`src/hw/rtl/ple_pkg.sv`:
```
// Shared request and status codes and fixed field widths for the positional list engine.
`default_nettype none

package ple_pkg;

    localparam int FIELD_W  = 32;
    localparam int COUNT_W  = 6;
    localparam int MODE_W   = 3;
    localparam int POS_W    = 8;
    localparam int STATUS_W = 2;

    typedef enum logic [MODE_W-1:0] {
        MODE_INS_FRONT = 3'd0,
        MODE_INS_BACK  = 3'd1,
        MODE_INS_AT    = 3'd2,
        MODE_DEL_FRONT = 3'd3,
        MODE_DEL_BACK  = 3'd4,
        MODE_DEL_AT    = 3'd5,
        MODE_DUMP      = 3'd6
    } mode_t;

    typedef enum logic [STATUS_W-1:0] {
        ST_OK     = 2'd0,
        ST_BADPOS = 2'd1,
        ST_FULL   = 2'd2,
        ST_EMPTY  = 2'd3
    } status_t;

endpackage

`default_nettype wire

```
`src/hw/rtl/ple_store.sv`:
```
// Simple dual-port list storage: one write and one registered read per cycle.
`default_nettype none

module ple_store #(
    parameter int DEPTH      = 32,
    parameter int VALUE_BITS = 32,
    localparam int AW        = $clog2(DEPTH)
) (
    input  wire logic                  aclk,
    input  wire logic                  wr_en,
    input  wire logic [AW-1:0]         wr_addr,
    input  wire logic [VALUE_BITS-1:0] wr_data,
    input  wire logic                  rd_en,
    input  wire logic [AW-1:0]         rd_addr,
    output logic      [VALUE_BITS-1:0] rd_data
);

    logic [VALUE_BITS-1:0] mem [DEPTH];
    logic [VALUE_BITS-1:0] rd_data_reg;

    always_ff @(posedge aclk) begin
        if (wr_en) begin
            mem[wr_addr] <= wr_data;
        end
    end

    // read data held until the next enabled read
    always_ff @(posedge aclk) begin
        if (rd_en) begin
            rd_data_reg <= mem[rd_addr];
        end
    end

    assign rd_data = rd_data_reg;

endmodule

`default_nettype wire

```
`src/hw/rtl/positional_list_engine.sv`:
```
// Top level of the positional list engine: request sequencer, count and result register.
//
// The engine holds an ordered list of up to DEPTH values packed from entry 0 (the front)
// of a small storage array, plus an element count. Each input transaction inserts (front,
// back or 1-based position), deletes (front, back or position), or dumps the list. One
// transaction is worked on at a time and s_ready is low while it is in progress. Inserts
// and deletes move the stored entries one at a time through the storage array's single
// read and single write port: each moved entry is read, then written back one place over.
// An insert then writes the new value into its slot; a dump reads and then presents each
// element, holding while the result channel stalls. A non-dump transaction returns one result
// transaction with the status and the count afterwards, element zero and last set. A dump
// returns one result per element, front first, last on the final one; an empty dump returns
// one result with the empty status. A finished result sits in an output register, so the
// next input transaction is taken while it waits. The storage needs no clearing after
// reset: only entries below the count are ever read. Stored values keep the low VALUE_BITS
// bits of s_value; m_element is the stored value zero-extended or cut to 32 bits, and
// m_element_count carries the low six bits of the count.
`default_nettype none

module positional_list_engine
    import ple_pkg::*;
#(
    parameter int DEPTH      = 32,
    parameter int VALUE_BITS = 32
) (
    input  wire logic                       aclk,
    input  wire logic                       aresetn,

    input  wire logic                       s_valid,
    output logic                            s_ready,
    input  wire logic        [MODE_W-1:0]   s_mode,
    input  wire logic signed [FIELD_W-1:0]  s_value,
    input  wire logic        [POS_W-1:0]    s_position,

    output logic                            m_valid,
    input  wire logic                       m_ready,
    output logic             [STATUS_W-1:0] m_status,
    output logic signed      [FIELD_W-1:0]  m_element,
    output logic             [COUNT_W-1:0]  m_element_count,
    output logic                            m_last
);

    localparam int AW  = $clog2(DEPTH);
    localparam int CW  = $clog2(DEPTH + 1);
    localparam int PCW = POS_W + 1;

    typedef enum logic [6:0] {
        S_IDLE     = 7'b0000001,
        S_SHIFT_RD = 7'b0000010,
        S_SHIFT_WR = 7'b0000100,
        S_PUT      = 7'b0001000,
        S_DUMP_RD  = 7'b0010000,
        S_DUMP_OUT = 7'b0100000,
        S_RESP     = 7'b1000000
    } state_t;

    // sequencer state
    state_t                state_reg,  state_next;
    logic [CW-1:0]         count_reg,  count_next;
    logic [AW-1:0]         ptr_reg,    ptr_next;
    logic [AW-1:0]         idx_reg,    idx_next;
    logic                  ins_reg,    ins_next;
    status_t               status_reg, status_next;
    logic [VALUE_BITS-1:0] val_reg,    val_next;

    // result register
    logic                  m_valid_reg,   m_valid_next;
    status_t               m_status_reg,  m_status_next;
    logic [FIELD_W-1:0]    m_element_reg, m_element_next;
    logic [COUNT_W-1:0]    m_count_reg,   m_count_next;
    logic                  m_last_reg,    m_last_next;

    // storage port signals
    logic                  wr_en;
    logic [AW-1:0]         wr_addr;
    logic                  rd_en;
    logic [AW-1:0]         rd_addr;
    logic [VALUE_BITS-1:0] rd_data;

    // request decode
    logic                  accept;
    logic                  out_free;
    logic                  out_load;
    status_t               out_status;
    logic [FIELD_W-1:0]    out_element;
    logic                  out_last;
    logic [PCW-1:0]        pos_ext;
    logic [PCW-1:0]        cnt_ext;
    logic [POS_W-1:0]      pos_m1;
    logic                  list_full;
    logic                  list_empty;
    logic [AW-1:0]         tgt_idx;
    logic                  dump_last;

    ple_store #(
        .DEPTH      (DEPTH),
        .VALUE_BITS (VALUE_BITS)
    ) u_store (
        .aclk    (aclk),
        .wr_en   (wr_en),
        .wr_addr (wr_addr),
        .wr_data (state_reg == S_PUT ? val_reg : rd_data),
        .rd_en   (rd_en),
        .rd_addr (rd_addr),
        .rd_data (rd_data)
    );

    assign s_ready  = (state_reg == S_IDLE);
    assign accept   = s_valid && s_ready;
    assign out_free = !m_valid_reg || m_ready;

    assign pos_ext    = {1'b0, s_position};
    assign cnt_ext    = PCW'(count_reg);
    assign pos_m1     = s_position - POS_W'(1);
    assign list_full  = (count_reg == CW'(DEPTH));
    assign list_empty = (count_reg == '0);
    assign dump_last  = ((CW'(ptr_reg) + CW'(1)) == count_reg);

    // 0-based target of the request; only used once the checks pass
    always_comb begin
        unique case (s_mode)
            MODE_INS_BACK:           tgt_idx = AW'(count_reg);
            MODE_DEL_BACK:           tgt_idx = AW'(count_reg - CW'(1));
            MODE_INS_AT, MODE_DEL_AT: tgt_idx = AW'(pos_m1);
            default:                 tgt_idx = '0;
        endcase
    end

    // storage addressing: shifts read the neighbour, dumps walk from the front
    always_comb begin
        rd_en   = (state_reg == S_SHIFT_RD) || (state_reg == S_DUMP_RD);
        rd_addr = ptr_reg;
        if (state_reg == S_SHIFT_RD) begin
            rd_addr = ins_reg ? (ptr_reg - AW'(1)) : (ptr_reg + AW'(1));
        end
        wr_en   = (state_reg == S_SHIFT_WR) || (state_reg == S_PUT);
        wr_addr = (state_reg == S_PUT) ? idx_reg : ptr_reg;
    end

    // sequencer
    always_comb begin
        state_next  = state_reg;
        count_next  = count_reg;
        ptr_next    = ptr_reg;
        idx_next    = idx_reg;
        ins_next    = ins_reg;
        status_next = status_reg;
        val_next    = val_reg;
        out_load    = 1'b0;
        out_status  = ST_OK;
        out_element = '0;
        out_last    = 1'b1;

        unique case (state_reg)
            S_IDLE: begin
                if (accept) begin
                    status_next = ST_OK;
                    val_next    = VALUE_BITS'($unsigned(s_value));
                    idx_next    = tgt_idx;
                    unique case (s_mode)
                        MODE_INS_FRONT, MODE_INS_BACK, MODE_INS_AT: begin
                            ins_next = 1'b1;
                            ptr_next = AW'(count_reg);
                            if (s_mode == MODE_INS_AT &&
                                (s_position == '0 || pos_ext > cnt_ext + PCW'(1))) begin
                                status_next = ST_BADPOS;
                                state_next  = S_RESP;
                            end else if (list_full) begin
                                status_next = ST_FULL;
                                state_next  = S_RESP;
                            end else if (CW'(tgt_idx) == count_reg) begin
                                state_next = S_PUT;
                            end else begin
                                state_next = S_SHIFT_RD;
                            end
                        end
                        MODE_DEL_FRONT, MODE_DEL_BACK, MODE_DEL_AT: begin
                            ins_next = 1'b0;
                            ptr_next = tgt_idx;
                            if (list_empty) begin
                                status_next = ST_EMPTY;
                                state_next  = S_RESP;
                            end else if (s_mode == MODE_DEL_AT &&
                                         (s_position == '0 || pos_ext > cnt_ext)) begin
                                status_next = ST_BADPOS;
                                state_next  = S_RESP;
                            end else if ((CW'(tgt_idx) + CW'(1)) == count_reg) begin
                                // tail entry: nothing to move up
                                count_next = count_reg - CW'(1);
                                state_next = S_RESP;
                            end else begin
                                state_next = S_SHIFT_RD;
                            end
                        end
                        MODE_DUMP: begin
                            ptr_next = '0;
                            if (list_empty) begin
                                status_next = ST_EMPTY;
                                state_next  = S_RESP;
                            end else begin
                                state_next = S_DUMP_RD;
                            end
                        end
                        default: begin
                            // unused code: plain ok response
                            state_next = S_RESP;
                        end
                    endcase
                end
            end
            S_SHIFT_RD: begin
                state_next = S_SHIFT_WR;
            end
            S_SHIFT_WR: begin
                if (ins_reg) begin
                    ptr_next   = ptr_reg - AW'(1);
                    state_next = ((ptr_reg - AW'(1)) == idx_reg) ? S_PUT : S_SHIFT_RD;
                end else begin
                    ptr_next = ptr_reg + AW'(1);
                    if ((CW'(ptr_reg) + CW'(2)) == count_reg) begin
                        count_next = count_reg - CW'(1);
                        state_next = S_RESP;
                    end else begin
                        state_next = S_SHIFT_RD;
                    end
                end
            end
            S_PUT: begin
                count_next = count_reg + CW'(1);
                state_next = S_RESP;
            end
            S_DUMP_RD: begin
                state_next = S_DUMP_OUT;
            end
            S_DUMP_OUT: begin
                if (out_free) begin
                    out_load    = 1'b1;
                    out_element = FIELD_W'(rd_data);
                    out_last    = dump_last;
                    if (dump_last) begin
                        state_next = S_IDLE;
                    end else begin
                        ptr_next   = ptr_reg + AW'(1);
                        state_next = S_DUMP_RD;
                    end
                end
            end
            S_RESP: begin
                if (out_free) begin
                    out_load   = 1'b1;
                    out_status = status_reg;
                    state_next = S_IDLE;
                end
            end
            default: begin
                state_next = S_IDLE;
            end
        endcase
    end

    // result register next values
    always_comb begin
        m_valid_next   = m_valid_reg && !m_ready;
        m_status_next  = m_status_reg;
        m_element_next = m_element_reg;
        m_count_next   = m_count_reg;
        m_last_next    = m_last_reg;
        if (out_load) begin
            m_valid_next   = 1'b1;
            m_status_next  = out_status;
            m_element_next = out_element;
            m_count_next   = COUNT_W'(count_reg);
            m_last_next    = out_last;
        end
    end

    // control state
    always_ff @(posedge aclk) begin
        if (!aresetn) begin
            state_reg   <= S_IDLE;
            count_reg   <= '0;
            m_valid_reg <= 1'b0;
        end else begin
            state_reg   <= state_next;
            count_reg   <= count_next;
            m_valid_reg <= m_valid_next;
        end
    end

    // payload and working registers
    always_ff @(posedge aclk) begin
        ptr_reg       <= ptr_next;
        idx_reg       <= idx_next;
        ins_reg       <= ins_next;
        status_reg    <= status_next;
        val_reg       <= val_next;
        m_status_reg  <= m_status_next;
        m_element_reg <= m_element_next;
        m_count_reg   <= m_count_next;
        m_last_reg    <= m_last_next;
    end

    assign m_valid         = m_valid_reg;
    assign m_status        = m_status_reg;
    assign m_element       = $signed(m_element_reg);
    assign m_element_count = m_count_reg;
    assign m_last          = m_last_reg;

    // count never runs past the storage
    a_count_bound: assert property (@(posedge aclk) disable iff (!aresetn)
        count_reg <= CW'(DEPTH))
        else $error("element count beyond depth");

    // an insert shift always stays above its target slot
    a_ins_shift: assert property (@(posedge aclk) disable iff (!aresetn)
        (state_reg == S_SHIFT_WR && ins_reg) |-> (ptr_reg > idx_reg))
        else $error("insert shift passed its target");

    // entries move only while the count is unchanged
    a_shift_count: assert property (@(posedge aclk) disable iff (!aresetn)
        (state_reg == S_SHIFT_RD) |=> $stable(count_reg))
        else $error("count changed mid shift");

    // failed requests give a single zero-element result
    a_err_result: assert property (@(posedge aclk) disable iff (!aresetn)
        (m_valid_reg && m_status_reg != ST_OK) |-> (m_element_reg == '0 && m_last_reg))
        else $error("error result carries element data");

    // a new result is never loaded over one still waiting
    a_no_overwrite: assert property (@(posedge aclk) disable iff (!aresetn)
        (m_valid_reg && !m_ready) |-> !out_load)
        else $error("result overwritten before hand-off");

endmodule

`default_nettype wire
```
`config.mk`:
```
export PLATFORM = sky130hd
export DESIGN_NAME = positional_list_engine
export DESIGN_NICKNAME = d
export VERILOG_FILES = /design/src/hw/rtl/ple_pkg.sv /design/src/hw/rtl/ple_store.sv /design/src/hw/rtl/positional_list_engine.sv
export SDC_FILE = /design/constraint.sdc
export NUM_CORES = 1
export LEC_CHECK = 0
export ABC_AREA = 0
export BUFFER_PORTS_ARGS = -buffer_cell sky130_fd_sc_hd__clkbuf_2
export CORE_MARGIN = 2
export CORE_UTILIZATION = 39
export DETAILED_ROUTE_END_ITERATION = 6
export PLACE_DENSITY_LB_ADDON = 0.08
export SLEW_MARGIN = 20
export SYNTH_ARGS = -nofsm -noshare
export SYNTH_HDL_FRONTEND = slang
export SYNTH_SLANG_ARGS = --single-unit
```
`constraint.sdc`:
```
create_clock -name aclk -period 5.2 [get_ports aclk]
set_clock_uncertainty 0.15 [all_clocks]
set_input_delay 1.04 -clock aclk [delete_from_list [all_inputs] [get_ports aclk]]
set_output_delay 1.04 -clock aclk [all_outputs]
set_load 0.03 [all_outputs]
```
; After elaboration in Yosys (flattened, before gate mapping)
; Memory sizes are Yosys's and may differ from the RTL's. A register that Yosys moved wholly into a read port is not among the register bits.
; Index checks and enable logic that the tools add are counted.
; Widths: inputs -> output; s select.
[totals]
regBits = 100
mem_bits_rw = 1024
mem_count = 1
[classes]
add_sub_neg = 9
order_cmp = 2
eq_ne = 30
mux = 46
reduce_logical = 28
[memory_table]
columns = memory, depth, word_bits, rd, rd_ports_with_merged_regs, wr, line_no
row1 = u_store.mem, 32, 32, 1, 1, 1, ple_store.sv:18  ; logic [VALUE_BITS-1:0] mem [DEPTH];
[ops]
columns = op, n
row1 = $mux 7, 11
row2 = $pmux 7 s7, 1
row3 = $pmux 5 s3, 3
row4 = $mux 6, 7
row5 = $mux 5, 7
row6 = $mux 32, 1
row7 = $pmux 7 s3, 1
row8 = $eq 6x6->1, 3
row9 = $pmux 6 s3, 1
row10 = $add 5x1->6 const B, 2
row11 = $ne 2x2->1 const B, 6
row12 = $sub 5x1->5 const B, 2
row13 = $eq 3x3->1 const B, 3
row14 = $gt 8x6->1, 1
row15 = $gt 8x7->1, 1
row16 = $logic_not 8->1, 1
row17 = $mux 2, 4
row18 = $mux 4, 2
row19 = $ne 2x1->1 const B, 4
row20 = $reduce_and 8->1, 1
row21 = $add 6x1->7 const B, 1
row22 = $eq 7x1->1 const B, 1
row23 = $eq 7x2->1 const B, 1
row24 = $eq 7x3->1 const B, 1
row25 = other kinds (29), 49

; Longest topological paths before layout
[logic_depth]
word_depth = 11
depth_mapped = 14
mapped_depth_nobuf = 13

; Hierarchy
; A second synthesis with hierarchy kept.
[unflattened]
hier_cells = 2933
hier_area_um2 = 47015.1
[modules_own_cells]
columns = module, instances, cells_each, area_each_um2, seq_area_each_um2
row1 = ple_store, 1, 2260, 40812.9, 31710.4
row2 = positional_list_engine, 1, 673, 6202.2, 2862.7

; Least setup slack after synthesis
; No wires, ideal clock.
[synth_timing]
path_type = reg2reg
from = reg state_reg[6]
to = mem u_store.mem[25][0], enable pin
t_arrival_ns = 3.423
setup_slack_ns = 1.206
stages_incl_launch_ff = 9
synth_period_minus_slack_ns = 3.994
cell_sequence = dfxtp_1 > nor4_1 > nor2b_1 > and3b_1 > clkbuf_1 > clkbuf_1 > nand2_1 > o22a_1 > nor2_1
[synth_between]
elab_chain_cells = 4
[synth_rtl]
columns = element, line_no
row1 = "start, declared", positional_list_engine.sv:58  ; state_t state_reg, state_next;
row2 = "start signal, assigned", positional_list_engine.sv:284  ; state_reg <= state_next;
row3 = $eq 7x3->1 / $eq 7x4->1 (equally long branches), "positional_list_engine.sv:136, positional_list_engine.sv:137"
row4 = $logic_or 1x1->1, positional_list_engine.sv:136  ; wr_en = (state_reg == S_SHIFT_WR) || (state_reg == S_PUT);
row5 = $mux 1, ple_store.sv:22  ; if (wr_en) begin
row6 = $mux 1 (implied by the code), ple_store.sv:23  ; mem[wr_addr] <= wr_data;
row7 = "end, declared", ple_store.sv:18
; Several ways; a longest one is shown, not always the timed one.

; Worst setup path in the final report
[layout_timing]
from = reg state_reg[6]
to = mem u_store.mem[27][19], enable pin
; Same word-level chain as after synthesis.

==> impl_metrics.toml <==
[grt]
grt_max_degree = 77
grt_first_pass_wirelength_mm = 175
grt_pass1_vias = 23553
overflow = 0
track_usage_pct = 20.6
antenna_found_initial = 4

[power]
internal_power_w = 0.0191
switching_share_pct = 28.3
power_frac_comb_pct = 27.6
p_per_area_nw_per_um2 = 503
sequentialPowerShare_pct = 40.9
p_switching_w = 0.00752
irDropWorstVdd_uv = 436
power_frac_clock_pct = 31.5
power_w = 0.0266
total_leakage_power_nw = 16.8

[finish]
largest_register_ff_count = 1024
fin_area_um2 = 52900
drive_gt1_share_pct = 29.6
syn_to_final_growth_pct = 15.0
fill_cells = 9978
nNetsFinal = 2438
antenna_cells = 0
layout_commonest_cell = "edfxtp_1"
top_register = "u_store.mem"
most-common-layout-cells = "1142 x edfxtp_1, 320 x mux4_2, 146 x nand2_1"

[sta]
relSlewSlack_pct = 28.3
rsz0062_at_grt = "false"
fin_setup_tns_ns = 0
slew_violations = 0
finalHoldViolations = 0
fin_crit_ns = 4.09
setup-violations-final = 0
post-route-period-util_pct = 78.7
fmax_ghz = 0.244
tightest_slew_ns = 1.08

[setup_path]
timing.rr.end = "u_store.mem[27][19]"
cp_slowest_stage_delay_ns = 0.66
crit_path_max_fanout = 17
path_delay_family = "simple AND/OR/NAND/NOR gates"
arrival_ns = 4.29
rrSetupSlack_ns = 1.11
critPathLaunchType = "flop"
path_cells = "nor4_1 > nor2b_1 > and3b_2 > mux2i_1 > nand2_1 > nor2_4 > buf_4"
rr_worst_depth = 7
rr_startpoint = "state_reg[6]"
crit_slowest_cell = "mux2i_1"
path_buf_inv = 1
end_kind = "flop"
critPathKind = "flop to flop"
cp.required_ns = 5.40

[clock_tree]
cts_buffers = 130
cts_resized = 0
ctsLongestPathBuffers = 3
cts_htree_levels = 4
cts_tree = "yes"
cts_setup_buffers = 0
cts_hold_buf = 0
root_buffer = "clkbuf_16"
clock_sinks = 1156
insertion_delay_ns = 0.72
clk_pin_slew_ns = 0.06

[routing]
totalWireLength_mm = 123
wl_per_cell_um = 30.7
via_count = 22411
ant_nets = 0
drt_iter0_drc = 2024
viasPerCell = 5.60
drc = 0
dr.pass1.iters = 5

[logic_synthesis]
synth-edff-count = 1142
synth_nets = 2257
synth_cells = 2188
syn_area_per_cell_um2 = 21.0
ys.flop_type = "edfxtp_1"
synth_area_leaders = "edfxtp_1 75%, mux4_2 16%, nand2_1 1.2%"
async_flop_share_pct = 0
ys_seq_elements = 1156
ys_seq_area_share_pct = 75.1
synth_top_area_share_pct = 74.5
synth_cell_types = 66
synth_area_um2 = 46000
synth_area_leader_cell = "edfxtp_1"
synth_warnings = 0

[job]
maxCapViolCount = 0

[min_path]
min_to = "val_reg[28]"
hp-class = "input port to flop"
worstHoldStart = "s_value[28]"
hold_path_depth = 1

[floorplan]
rows = 126
core_area_um2 = 118000
dieArea_um2 = 121000
dieHeight_um = 347
die_x_um = 347
start_util_pct = 39.1
ios = 90

[status]
status = "finished clean"

[place]
dp_hpwl_mm = 62.6
postPlaceCellArea_um2 = 49100
gp_congestion = 0.887
port_buffers = 89
[worst register-to-register path: cells and delay by family (launching register included)]
| family | cells | cell delay [ns] |
|---|---|---|
| AND/OR/NAND/NOR | 5 | 2.03 |
| multiplexers | 1 | 0.67 |
| buffers and inverters | 1 | 0.49 |
| flip-flops | 1 | 0.37 |
[logic make-up (layout without fill, tap and decap cells)]
kind of cell / Yosys count / count (layout) / synth area share (%)
AO/OA/AOI/OAI: 136 / 136 / 1.93
XOR/XNOR: 32 / 32 / 0.642
adder cells (fa/ha/maj): 22 / 22 / 0.598
buffers and inverters: 134 / 410 / 1.44
flip-flops: 1156 / 1156 / 75.1
multiplexers: 361 / 361 / 16.6
AND/OR/NAND/NOR: 347 / 347 / 3.61
[through the flow]
step / setup WS [ns] / hold WS, ns / util, % / instances
2_1_floorplan: 1.21 / 0.256 / - / 2188
3_3_place_gp: 0.629 / 0.372 / 41.7 / 3773
3_5_place_dp: 0.612 / 0.389 / 41.7 / 3773
4_1_cts: 1.06 / 0.281 / 45.0 / 4000
5_1_grt: 0.886 / 0.303 / 45.0 / 4000
6_report: 1.11 / 0.344 / 45.0 / 4000
[power groups by stage]
stage / Clock, W / Sequential, W / Combinational, W
after floorplan: 0 / 0.0110 / 0.00566
after global placement: 0 / 0.0111 / 0.00747
after detailed placement: 0 / 0.0111 / 0.00750
after CTS: 0.00859 / 0.0109 / 0.00752
after global routing: 0.00894 / 0.0109 / 0.00794
final: 0.00837 / 0.0109 / 0.00735
[how the worst max path moves through the flow]
stage            startpoint             endpoint  slack, ns  cells after the start
2_1_floorplan  state_reg[6]   u_store.mem[25][0]       1.21                      8
3_3_place_gp      s_mode[1]         count_reg[3]       0.63                     12
3_5_place_dp      s_mode[1]         count_reg[3]       0.61                     12
4_1_cts        state_reg[2]  u_store.rd_data[16]       1.06                      8
5_1_grt        state_reg[6]  u_store.mem[27][18]       0.89                      7
6_report       state_reg[6]  u_store.mem[27][19]       1.11                      7
[final cells by class]
type                    count  area, um2  share of cell area (%)
clock buffers             164       3480                    6.57
flip-flops and latches   1156      34600                    65.4
repair buffers            157       1390                    2.63
well taps                1536       1920                    3.63
multi-input cells         898      11100                    20.9
inverters                  26       97.6                   0.184
clock inverters            63        358                   0.676
[Yosys cell counts, types with 5 or more instances]
master and n:
or2_2 7, ha_1 22, a22oi_1 5, buf_4 16, o211ai_1 7, mux2i_1 9, nand2b_1 12, inv_1 24
xnor2_1 22, buf_1 8, and3_1 11, dfxtp_1 14, mux2_2 32, nand2_1 147, a31oi_1 6, o21ai_0 35
buf_6 12, and2_1 38, a21oi_1 28, a21boi_0 6, nor2_1 62, buf_2 7, xor2_1 8, nand3_1 14
clkbuf_1 65, o22ai_1 7, edfxtp_1 1142, nor3_1 17, nor2b_1 11, mux4_2 320
[layer usage]
metal / part of all wire [%] / vias up / track usage (%) / routed length [um]
met2: 48 / 712 / 33.2 / 59400
met5: 0 / - / 0 / 0
met1: 44 / 12086 / 29.1 / 54400
li1: - / 9440 / - / -
met3: 5.4 / 173 / 3.40 / 6600
met4: 2.1 / 0 / 5.66 / 2620
(Power assumes the default switching activity.)
